## src/rtl/lse_pkg.sv

```systemverilog
// ----------------------------------------------------------------------------
// lse_pkg
// Shared types and constants for the LSB stego extractor: parse phases,
// result kinds and the transaction structs passed between the stages.
// ----------------------------------------------------------------------------
package lse_pkg;

    // default magic word, ascii "STEG", big-endian
    localparam logic [31:0] MAGIC_RESET = 32'h5354_4547;

    // byte counts of the fixed header fields
    localparam logic [31:0] MAGIC_BYTES = 32'd4;
    localparam logic [31:0] SIZE_BYTES  = 32'd4;
    localparam logic [31:0] NLEN_BYTES  = 32'd2;

    // parse phase
    typedef enum logic [2:0] {
        PH_MAGIC   = 3'd0,
        PH_SIZE    = 3'd1,
        PH_NLEN    = 3'd2,
        PH_NAME    = 3'd3,
        PH_PAYLOAD = 3'd4,
        PH_DONE    = 3'd5,
        PH_ERROR   = 3'd6
    } t_phase;

    // result kind
    typedef enum logic [1:0] {
        K_NAME    = 2'd0,
        K_PAYLOAD = 2'd1,
        K_HEADER  = 2'd2,
        K_ERROR   = 2'd3
    } t_kind;

    // one input transaction
    typedef struct packed {
        logic [7:0] sample_byte;
        logic       start_req;
    } t_item;

    // one result transaction
    typedef struct packed {
        t_kind       kind;
        logic [7:0]  data_byte;
        logic        last;
        logic [31:0] payload_size;
        logic [15:0] name_length;
    } t_result;

endpackage

```

## src/rtl/lse_in_stage.sv

```systemverilog
// ----------------------------------------------------------------------------
// lse_in_stage
// Input register: captures one sample transaction and holds it until the
// parser consumes it.
// ----------------------------------------------------------------------------
module lse_in_stage
    import lse_pkg::*;
(
    input  logic  i_clk,
    input  logic  i_rst_n,
    input  logic  i_valid,
    input  t_item i_item,
    input  logic  i_consume,
    output logic  o_stall,
    output logic  o_valid,
    output t_item o_item
);

    logic  r_valid;
    t_item r_item;
    logic  w_load;

    // register is free when empty or being drained this cycle
    assign w_load  = !r_valid || i_consume;
    assign o_stall = !w_load;

    // valid flag
    always_ff @(posedge i_clk) begin
        if (!i_rst_n) begin
            r_valid <= 1'b0;
        end else if (w_load) begin
            r_valid <= i_valid;
        end
    end

    // payload
    always_ff @(posedge i_clk) begin
        if (w_load && i_valid) begin
            r_item <= i_item;
        end
    end

    assign o_valid = r_valid;
    assign o_item  = r_item;

endmodule

```

## src/rtl/lse_parser.sv

```systemverilog
// ----------------------------------------------------------------------------
// lse_parser
// Bit collector and header/body parser. Holds the parse state and the magic
// word register; works out one step per consumed transaction.
// ----------------------------------------------------------------------------
module lse_parser
    import lse_pkg::*;
(
    input  logic        i_clk,
    input  logic        i_rst_n,
    input  logic        i_cfg_we,
    input  logic [31:0] i_cfg_data,
    input  logic        i_fire,
    input  t_item       i_item,
    output logic        o_res_valid,
    output t_result     o_res
);

    logic [31:0] r_magic_word;
    t_phase      r_phase,  n_phase;
    logic [2:0]  r_bc,     n_bc;
    logic [7:0]  r_shift,  n_shift;
    logic [31:0] r_fc,     n_fc;
    logic [31:0] r_magic,  n_magic;
    logic [31:0] r_size,   n_size;
    logic [15:0] r_nlen,   n_nlen;

    t_phase      s_phase;
    logic [2:0]  s_bc;
    logic [7:0]  s_shift;
    logic [31:0] s_fc;
    logic [31:0] s_magic;
    logic [31:0] s_size;
    logic [15:0] s_nlen;

    logic        w_active;
    logic [7:0]  w_shifted;
    logic [2:0]  w_bc_inc;
    logic        w_byte_done;
    logic [31:0] w_fc_inc;
    logic [31:0] w_magic_next;
    logic [15:0] w_nlen_next;
    logic        w_name_fin;
    logic        w_pay_fin;
    logic        w_magic_end;
    logic        w_magic_bad;
    logic        w_nlen_end;

    // start request clears the parse state before this bit is taken
    assign s_phase = i_item.start_req ? PH_MAGIC : r_phase;
    assign s_bc    = i_item.start_req ? 3'd0     : r_bc;
    assign s_shift = i_item.start_req ? 8'd0     : r_shift;
    assign s_fc    = i_item.start_req ? 32'd0    : r_fc;
    assign s_magic = i_item.start_req ? 32'd0    : r_magic;
    assign s_size  = i_item.start_req ? 32'd0    : r_size;
    assign s_nlen  = i_item.start_req ? 16'd0    : r_nlen;

    // bit collection, msb first
    assign w_active    = (s_phase != PH_DONE) && (s_phase != PH_ERROR);
    assign w_shifted   = {s_shift[6:0], i_item.sample_byte[0]};
    assign w_bc_inc    = s_bc + 3'd1;
    assign w_byte_done = w_active && (w_bc_inc == 3'd0);

    // field counting and compares
    assign w_fc_inc     = s_fc + 32'd1;
    assign w_magic_next = {s_magic[23:0], w_shifted};
    assign w_nlen_next  = {s_nlen[7:0], w_shifted};
    assign w_name_fin   = (w_fc_inc == {16'd0, s_nlen});
    assign w_pay_fin    = (w_fc_inc == s_size);
    assign w_magic_end  = (w_fc_inc == MAGIC_BYTES);
    assign w_magic_bad  = (w_magic_next != r_magic_word);
    assign w_nlen_end   = (w_fc_inc == NLEN_BYTES);

    // next state
    always_comb begin
        n_phase = r_phase;
        n_bc    = r_bc;
        n_shift = r_shift;
        n_fc    = r_fc;
        n_magic = r_magic;
        n_size  = r_size;
        n_nlen  = r_nlen;
        if (i_fire) begin
            n_phase = s_phase;
            n_bc    = s_bc;
            n_shift = s_shift;
            n_fc    = s_fc;
            n_magic = s_magic;
            n_size  = s_size;
            n_nlen  = s_nlen;
            if (w_active) begin
                n_shift = w_shifted;
                n_bc    = w_bc_inc;
            end
            if (w_byte_done) begin
                n_shift = 8'd0;
                case (s_phase)
                    PH_MAGIC: begin
                        n_magic = w_magic_next;
                        n_fc    = w_fc_inc;
                        if (w_magic_end) begin
                            n_fc    = 32'd0;
                            n_phase = w_magic_bad ? PH_ERROR : PH_SIZE;
                        end
                    end
                    PH_SIZE: begin
                        n_size = {s_size[23:0], w_shifted};
                        n_fc   = w_fc_inc;
                        if (w_fc_inc == SIZE_BYTES) begin
                            n_fc    = 32'd0;
                            n_phase = PH_NLEN;
                        end
                    end
                    PH_NLEN: begin
                        n_nlen = w_nlen_next;
                        n_fc   = w_fc_inc;
                        if (w_nlen_end) begin
                            n_fc = 32'd0;
                            if (w_nlen_next != 16'd0) begin
                                n_phase = PH_NAME;
                            end else if (s_size != 32'd0) begin
                                n_phase = PH_PAYLOAD;
                            end else begin
                                n_phase = PH_DONE;
                            end
                        end
                    end
                    PH_NAME: begin
                        n_fc = w_fc_inc;
                        if (w_name_fin) begin
                            n_fc    = 32'd0;
                            n_phase = (s_size != 32'd0) ? PH_PAYLOAD : PH_DONE;
                        end
                    end
                    PH_PAYLOAD: begin
                        n_fc = w_fc_inc;
                        if (w_pay_fin) begin
                            n_fc    = 32'd0;
                            n_phase = PH_DONE;
                        end
                    end
                    default: begin
                    end
                endcase
            end
        end
    end

    // result outputs
    always_comb begin
        o_res_valid        = 1'b0;
        o_res.kind         = K_NAME;
        o_res.data_byte    = 8'd0;
        o_res.last         = 1'b0;
        o_res.payload_size = n_size;
        o_res.name_length  = n_nlen;
        if (i_fire && w_byte_done) begin
            case (s_phase)
                PH_MAGIC: begin
                    if (w_magic_end && w_magic_bad) begin
                        o_res_valid = 1'b1;
                        o_res.kind  = K_ERROR;
                    end
                end
                PH_NLEN: begin
                    if (w_nlen_end) begin
                        o_res_valid = 1'b1;
                        o_res.kind  = K_HEADER;
                    end
                end
                PH_NAME: begin
                    o_res_valid     = 1'b1;
                    o_res.kind      = K_NAME;
                    o_res.data_byte = w_shifted;
                    o_res.last      = w_name_fin;
                end
                PH_PAYLOAD: begin
                    o_res_valid     = 1'b1;
                    o_res.kind      = K_PAYLOAD;
                    o_res.data_byte = w_shifted;
                    o_res.last      = w_pay_fin;
                end
                default: begin
                end
            endcase
        end
    end

    // magic word register
    always_ff @(posedge i_clk) begin
        if (!i_rst_n) begin
            r_magic_word <= MAGIC_RESET;
        end else if (i_cfg_we) begin
            r_magic_word <= i_cfg_data;
        end
    end

    // parse state
    always_ff @(posedge i_clk) begin
        if (!i_rst_n) begin
            r_phase <= PH_MAGIC;
            r_bc    <= 3'd0;
            r_shift <= 8'd0;
            r_fc    <= 32'd0;
            r_magic <= 32'd0;
            r_size  <= 32'd0;
            r_nlen  <= 16'd0;
        end else begin
            r_phase <= n_phase;
            r_bc    <= n_bc;
            r_shift <= n_shift;
            r_fc    <= n_fc;
            r_magic <= n_magic;
            r_size  <= n_size;
            r_nlen  <= n_nlen;
        end
    end

    // checks
    a_done_silent: assert property (@(posedge i_clk) disable iff (!i_rst_n)
        (i_fire && !i_item.start_req && (r_phase == PH_DONE || r_phase == PH_ERROR))
        |-> !o_res_valid)
        else $error("result produced after parse end");

    a_res_on_byte: assert property (@(posedge i_clk) disable iff (!i_rst_n)
        o_res_valid |-> w_byte_done)
        else $error("result without a completed byte");

    a_err_zero: assert property (@(posedge i_clk) disable iff (!i_rst_n)
        (o_res_valid && o_res.kind == K_ERROR)
        |-> (o_res.payload_size == 32'd0 && o_res.name_length == 16'd0))
        else $error("error result carries non-zero sizes");

    a_idle_hold: assert property (@(posedge i_clk) disable iff (!i_rst_n)
        !i_fire |=> ($stable(r_phase) && $stable(r_fc) && $stable(r_bc)))
        else $error("parse state moved without a transaction");

endmodule

```

## src/rtl/lse_out_stage.sv

```systemverilog
// ----------------------------------------------------------------------------
// lse_out_stage
// Result register: holds one result transaction until the consumer takes it.
// ----------------------------------------------------------------------------
module lse_out_stage
    import lse_pkg::*;
(
    input  logic    i_clk,
    input  logic    i_rst_n,
    input  logic    i_res_valid,
    input  t_result i_res,
    input  logic    i_stall,
    output logic    o_free,
    output logic    o_valid,
    output t_result o_res
);

    logic    r_valid;
    t_result r_res;
    logic    w_free;

    // register can take a new result when empty or being read out
    assign w_free = !r_valid || !i_stall;
    assign o_free = w_free;

    // valid flag
    always_ff @(posedge i_clk) begin
        if (!i_rst_n) begin
            r_valid <= 1'b0;
        end else if (w_free) begin
            r_valid <= i_res_valid;
        end
    end

    // payload
    always_ff @(posedge i_clk) begin
        if (w_free && i_res_valid) begin
            r_res <= i_res;
        end
    end

    assign o_valid = r_valid;
    assign o_res   = r_res;

endmodule

```

## src/rtl/lsb_stego_extractor.sv

```systemverilog
// ----------------------------------------------------------------------------
// lsb_stego_extractor
// Recovers a file hidden in the least significant bits of an image byte
// stream: magic check, size and name length header, then name and payload
// bytes.
//
//   channel  direction  handshake                      payload
//   in       input      i_in_valid / o_in_stall        i_sample_byte, i_start_req
//   out      output     o_out_valid / i_out_stall      o_kind, o_data_byte, o_last,
//                                                      o_payload_size, o_name_length
//   cfg      input      i_cfg_valid / o_cfg_ready      i_cfg_data (magic word)
//
// One transaction per cycle sustained while the output does not stall; a result
// is held in the result register once its input has passed the input register
// and then one parse step. The rate is set by the single parse step, a
// 32-bit field count increment and compare. Synchronous reset restores the
// default magic word and clears the parse; no clearing pass. An output stall
// backs up through the result and input registers, each holding its
// transaction.
// ----------------------------------------------------------------------------
module lsb_stego_extractor
    import lse_pkg::*;
(
    input  logic        i_clk,
    input  logic        i_rst_n,
    input  logic        i_in_valid,
    output logic        o_in_stall,
    input  logic [7:0]  i_sample_byte,
    input  logic        i_start_req,
    output logic        o_out_valid,
    input  logic        i_out_stall,
    output logic [1:0]  o_kind,
    output logic [7:0]  o_data_byte,
    output logic        o_last,
    output logic [31:0] o_payload_size,
    output logic [15:0] o_name_length,
    input  logic        i_cfg_valid,
    output logic        o_cfg_ready,
    input  logic [31:0] i_cfg_data
);

    t_item   w_in_item;
    t_item   w_item;
    logic    w_item_valid;
    logic    w_out_free;
    logic    w_fire;
    logic    w_res_valid;
    t_result w_res;
    t_result w_out_res;

    // configuration writes always taken
    assign o_cfg_ready = 1'b1;

    assign w_in_item.sample_byte = i_sample_byte;
    assign w_in_item.start_req   = i_start_req;

    // parse step runs when an item is held and the result register is free
    assign w_fire = w_item_valid && w_out_free;

    // input register
    lse_in_stage u_in_stage (
        .i_clk     (i_clk),
        .i_rst_n   (i_rst_n),
        .i_valid   (i_in_valid),
        .i_item    (w_in_item),
        .i_consume (w_fire),
        .o_stall   (o_in_stall),
        .o_valid   (w_item_valid),
        .o_item    (w_item)
    );

    // parser
    lse_parser u_parser (
        .i_clk       (i_clk),
        .i_rst_n     (i_rst_n),
        .i_cfg_we    (i_cfg_valid),
        .i_cfg_data  (i_cfg_data),
        .i_fire      (w_fire),
        .i_item      (w_item),
        .o_res_valid (w_res_valid),
        .o_res       (w_res)
    );

    // result register
    lse_out_stage u_out_stage (
        .i_clk       (i_clk),
        .i_rst_n     (i_rst_n),
        .i_res_valid (w_res_valid),
        .i_res       (w_res),
        .i_stall     (i_out_stall),
        .o_free      (w_out_free),
        .o_valid     (o_out_valid),
        .o_res       (w_out_res)
    );

    // result fields to ports
    assign o_kind         = w_out_res.kind;
    assign o_data_byte    = w_out_res.data_byte;
    assign o_last         = w_out_res.last;
    assign o_payload_size = w_out_res.payload_size;
    assign o_name_length  = w_out_res.name_length;

endmodule

```

## config.mk

```make
export PLATFORM = sky130hd
export DESIGN_NAME = lsb_stego_extractor
export DESIGN_NICKNAME = d
export VERILOG_FILES = /design/src/rtl/lse_pkg.sv /design/src/rtl/lse_in_stage.sv /design/src/rtl/lse_parser.sv /design/src/rtl/lse_out_stage.sv /design/src/rtl/lsb_stego_extractor.sv
export SDC_FILE = /design/constraint.sdc
export NUM_CORES = 1
export LEC_CHECK = 0
export BUFFER_PORTS_ARGS = -buffer_cell sky130_fd_sc_hd__clkbuf_2
export CORE_UTILIZATION = 39
export DETAILED_ROUTE_END_ITERATION = 10
export PLACE_DENSITY = 0.61
export RECOVER_POWER = 100
export SLEW_MARGIN = 25
export SYNTH_ARGS = -nofsm -noshare
export SYNTH_HDL_FRONTEND = slang
export SYNTH_HIERARCHICAL = 1
export SYNTH_SLANG_ARGS = --single-unit
```

## constraint.sdc

```tcl
create_clock -name i_clk -period 6.1 [get_ports i_clk]
set_input_delay 0.61 -clock i_clk [delete_from_list [all_inputs] [get_ports i_clk]]
set_output_delay 0.61 -clock i_clk [all_outputs]
set_load 0.01 [all_outputs]
```

==> reports/metrics.csv <==
stage,metric,value,unit
sta,maxSlewHeadroom,-175,%
floorplan,die_area,0.0317,sq mm
global_route,grt_max_degree,142,
critical_path,max_stage_delay,0.66,ns
cts,cts-buffers-inserted,24,
global_route,antenna_found_initial,1,
sta,tns,0,ns
job,maxCapViolations,4,
detailed_routing,wl_per_cell,20.5,um
sta,tightestPinTransition,4.12,ns
pwr,finalPower,3030,uW
floorplan,core_area,0.0306,sq mm
synth,synth_cells,1331,
cts,post_cts_resized,0,
place,gp_congestion,0.937,
detailed_routing,avgViaCountPerCell,5.83,
worst_hold_path,min_path_cells,1,
sta,fmax,185,MHz
run_status,violations,"max-capacitance violations, max-slew violations",
detailed_routing,dr.pass1.iters,8,
layout,diodes,0,
sta,finalCritPeriodShare,88.6,%
detailed_routing,ant_nets,0,
critical_path,r2r_start,u_in_stage/o_item[0]$_DFFE_PP_,
place,placed_area,0.0127,sq mm
cts,clock-sinks,212,
layout,drive_gt1_share,8.69,%
worst_hold_path,hold_path_end,u_in_stage/o_item[0]$_DFFE_PP_,
critical_path,cp-end-kind,register,
cts,path_clk_slew,0.06,ns
critical_path,r2r_setup_slack,0.70,ns
sta,hold_viol_final,0,
detailed_routing,vias,10400,
place,io_buffers,99,
layout,area_delta_synth_final,10.4,%
critical_path,timing.rr.end,u_out_stage/o_res[21]$_DFFE_PP_,
sta,finClkSkew,0.0161,ns
synth,synthesis.nets,1382,
worst_hold_path,hold_path.class,in -> reg,
sta,rsz0062_at_grt,false,
layout,final_area,0.0134,sq mm
synth,synth_area,0.0121,sq mm
global_route,grt_pass1_vias,9592,
critical_path,crit_arrival,5.58,ns
critical_path,critical_path_class,reg -> reg,
cts,cts_tree,yes,
pwr,peakVddDrop,0.000198,V
worst_hold_path,hold_path_startpoint,i_start_req,
detailed_routing,drc,0,
critical_path,worst-r2r-cell-count,15,
sta,setup_viol,0,
cts,cts_hold_buf,0,
detailed_routing,wl,36500,um
critical_path,cp_max_fo,36,
sta,fin_crit,5.40,ns
floorplan,die_h,178,um
critical_path,cp_cell_sequence,buf_4 > nor2b_1 > ha_1 > nand4_1 > nor4_1 > nand2_1 > o31ai_1 > nand4b_2 > nor3_4 > nand4b_4 > nor2_1 > a21oi_1 > a221oi_1 > and2_2 > buf_4,
critical_path,start_kind,register,
place,dp_slack,0.952,ns
pwr,p_leak,0.00440,uW
cts,clkLatencyLatePin,0.54,ns
run_status,status,finished with violations,
detailed_routing,drt-initial-drc-count,1051,
cts,cts_setup_buffers,0,
critical_path,critPathMostFrequentCell,buf_4,
synth,syn_avg_cell_area,9.09,sq um
floorplan,die_x,178,um
place,place_hpwl,24800,um
global_route,grt.overflow.total,0,
global_route,grt_pass1_wl,56300,um
global_route,gr-usage-all-layers,22.9,%
cts,cts_root_buf,clkbuf_16,
synth,yosysWarningCount,6,
critical_path,critPathSlowestCell,nor4_1,
layout,nNetsFinal,1414,
cts,htree_levels,1,
layout,fill_cells,3067,
cts,clockBufferDepth,3,
floorplan,pin_count,108,
sta,maxSlewViolCount,224,
critical_path,crit_required,6.27,ns
floorplan,rows,64,
sta,worst_slack,0.696,ns
floorplan,start_util,39.5,%
pwr,power_density,227,mW/mm^2
## state kept, by name (all words and copies together) (netlist names), 3 cells and up
signal,cells
u_parser/r_shift,7
u_parser/r_phase,3
u_parser/r_nlen,16
u_parser/r_fc,32
u_parser/r_size,32
u_out_stage/o_res,59
u_parser/r_magic_word,32
u_parser/r_magic,24
u_parser/r_bc,3
## critical path, delay by kind of cell, from the launching register on
family / cells / cell delay (ns)
AND/OR/NAND/NOR: 9 / 2.74
AO/OA/AOI/OAI: 3 / 0.83
buffers and inverters: 2 / 0.64
flip-flops: 1 / 0.43
adder cells (fa/ha/maj): 1 / 0.34
## area by class of cell
| class | instances | area [sq um] | area share, % |
|---|---|---|---|
| multi-input cells | 976 | 6610 | 49.5 |
| flip-flops and latches | 212 | 4850 | 36.3 |
| clock buffers | 39 | 688 | 5.15 |
| repair buffers | 112 | 519 | 3.89 |
| well taps | 396 | 495 | 3.71 |
| inverters | 37 | 139 | 1.04 |
| clock inverters | 5 | 55.1 | 0.412 |
## metrics by stage
step                std cells  utilization (%)  hold slack (ns)
global route             1777             43.7            0.249
floorplan                1331                -            0.439
CTS                      1777             44.1            0.244
global placement         1733             41.6            0.450
finish                   1777             43.7            0.261
detailed placement       1733             41.6            0.457
## metal layers
| metal | vias up | global-route usage, % | part of all wire [%] |
|---|---|---|---|
| li1 | 4959 | - | - |
| met1 | 5022 | 31.8 | 46 |
| met2 | 313 | 36.5 | 46 |
| met3 | 67 | 3.24 | 5.4 |
| met4 | 0 | 6.66 | 2.8 |
| met5 | - | 0 | 0 |
## layout by cell type, fill, tap and decap left out, drive strengths merged, types with 32 or more instances in the layout
cell type	instances
dfxtp	151
clkbuf	140
nand2	108
a22oi	81
nor2	80
nor2b	71
edfxtp	61
and2	61
xnor2	59
a21oi	44
o21ai	40
mux2i	38
inv	37
nor4	36
o2bb2ai	35
nor3	32
## worst max-delay path by stage
stage	from	endpoint	slack, ns	cells after the start
after floorplan	u_in_stage/o_item[0]$_DFFE_PP_	u_out_stage/o_res[0]$_DFFE_PP_	0.40	19
after global placement	u_in_stage/o_item[0]$_DFFE_PP_	u_out_stage/o_res[17]$_DFFE_PP_	1.03	15
after detailed placement	u_in_stage/o_item[0]$_DFFE_PP_	u_out_stage/o_res[23]$_DFFE_PP_	0.95	15
after CTS	u_in_stage/o_item[0]$_DFFE_PP_	u_out_stage/o_res[30]$_DFFE_PP_	0.93	15
after global routing	u_in_stage/o_item[0]$_DFFE_PP_	u_out_stage/o_res[21]$_DFFE_PP_	0.29	15
final	u_in_stage/o_item[0]$_DFFE_PP_	u_out_stage/o_res[21]$_DFFE_PP_	0.70	15
## where the power goes
group	internal [uW]	switching [uW]	total, uW
clock	811	581	1390
combinational	58.7	103	162
sequential	1460	19.7	1480
total	2330	704	3030
(Power assumes the default switching activity.)
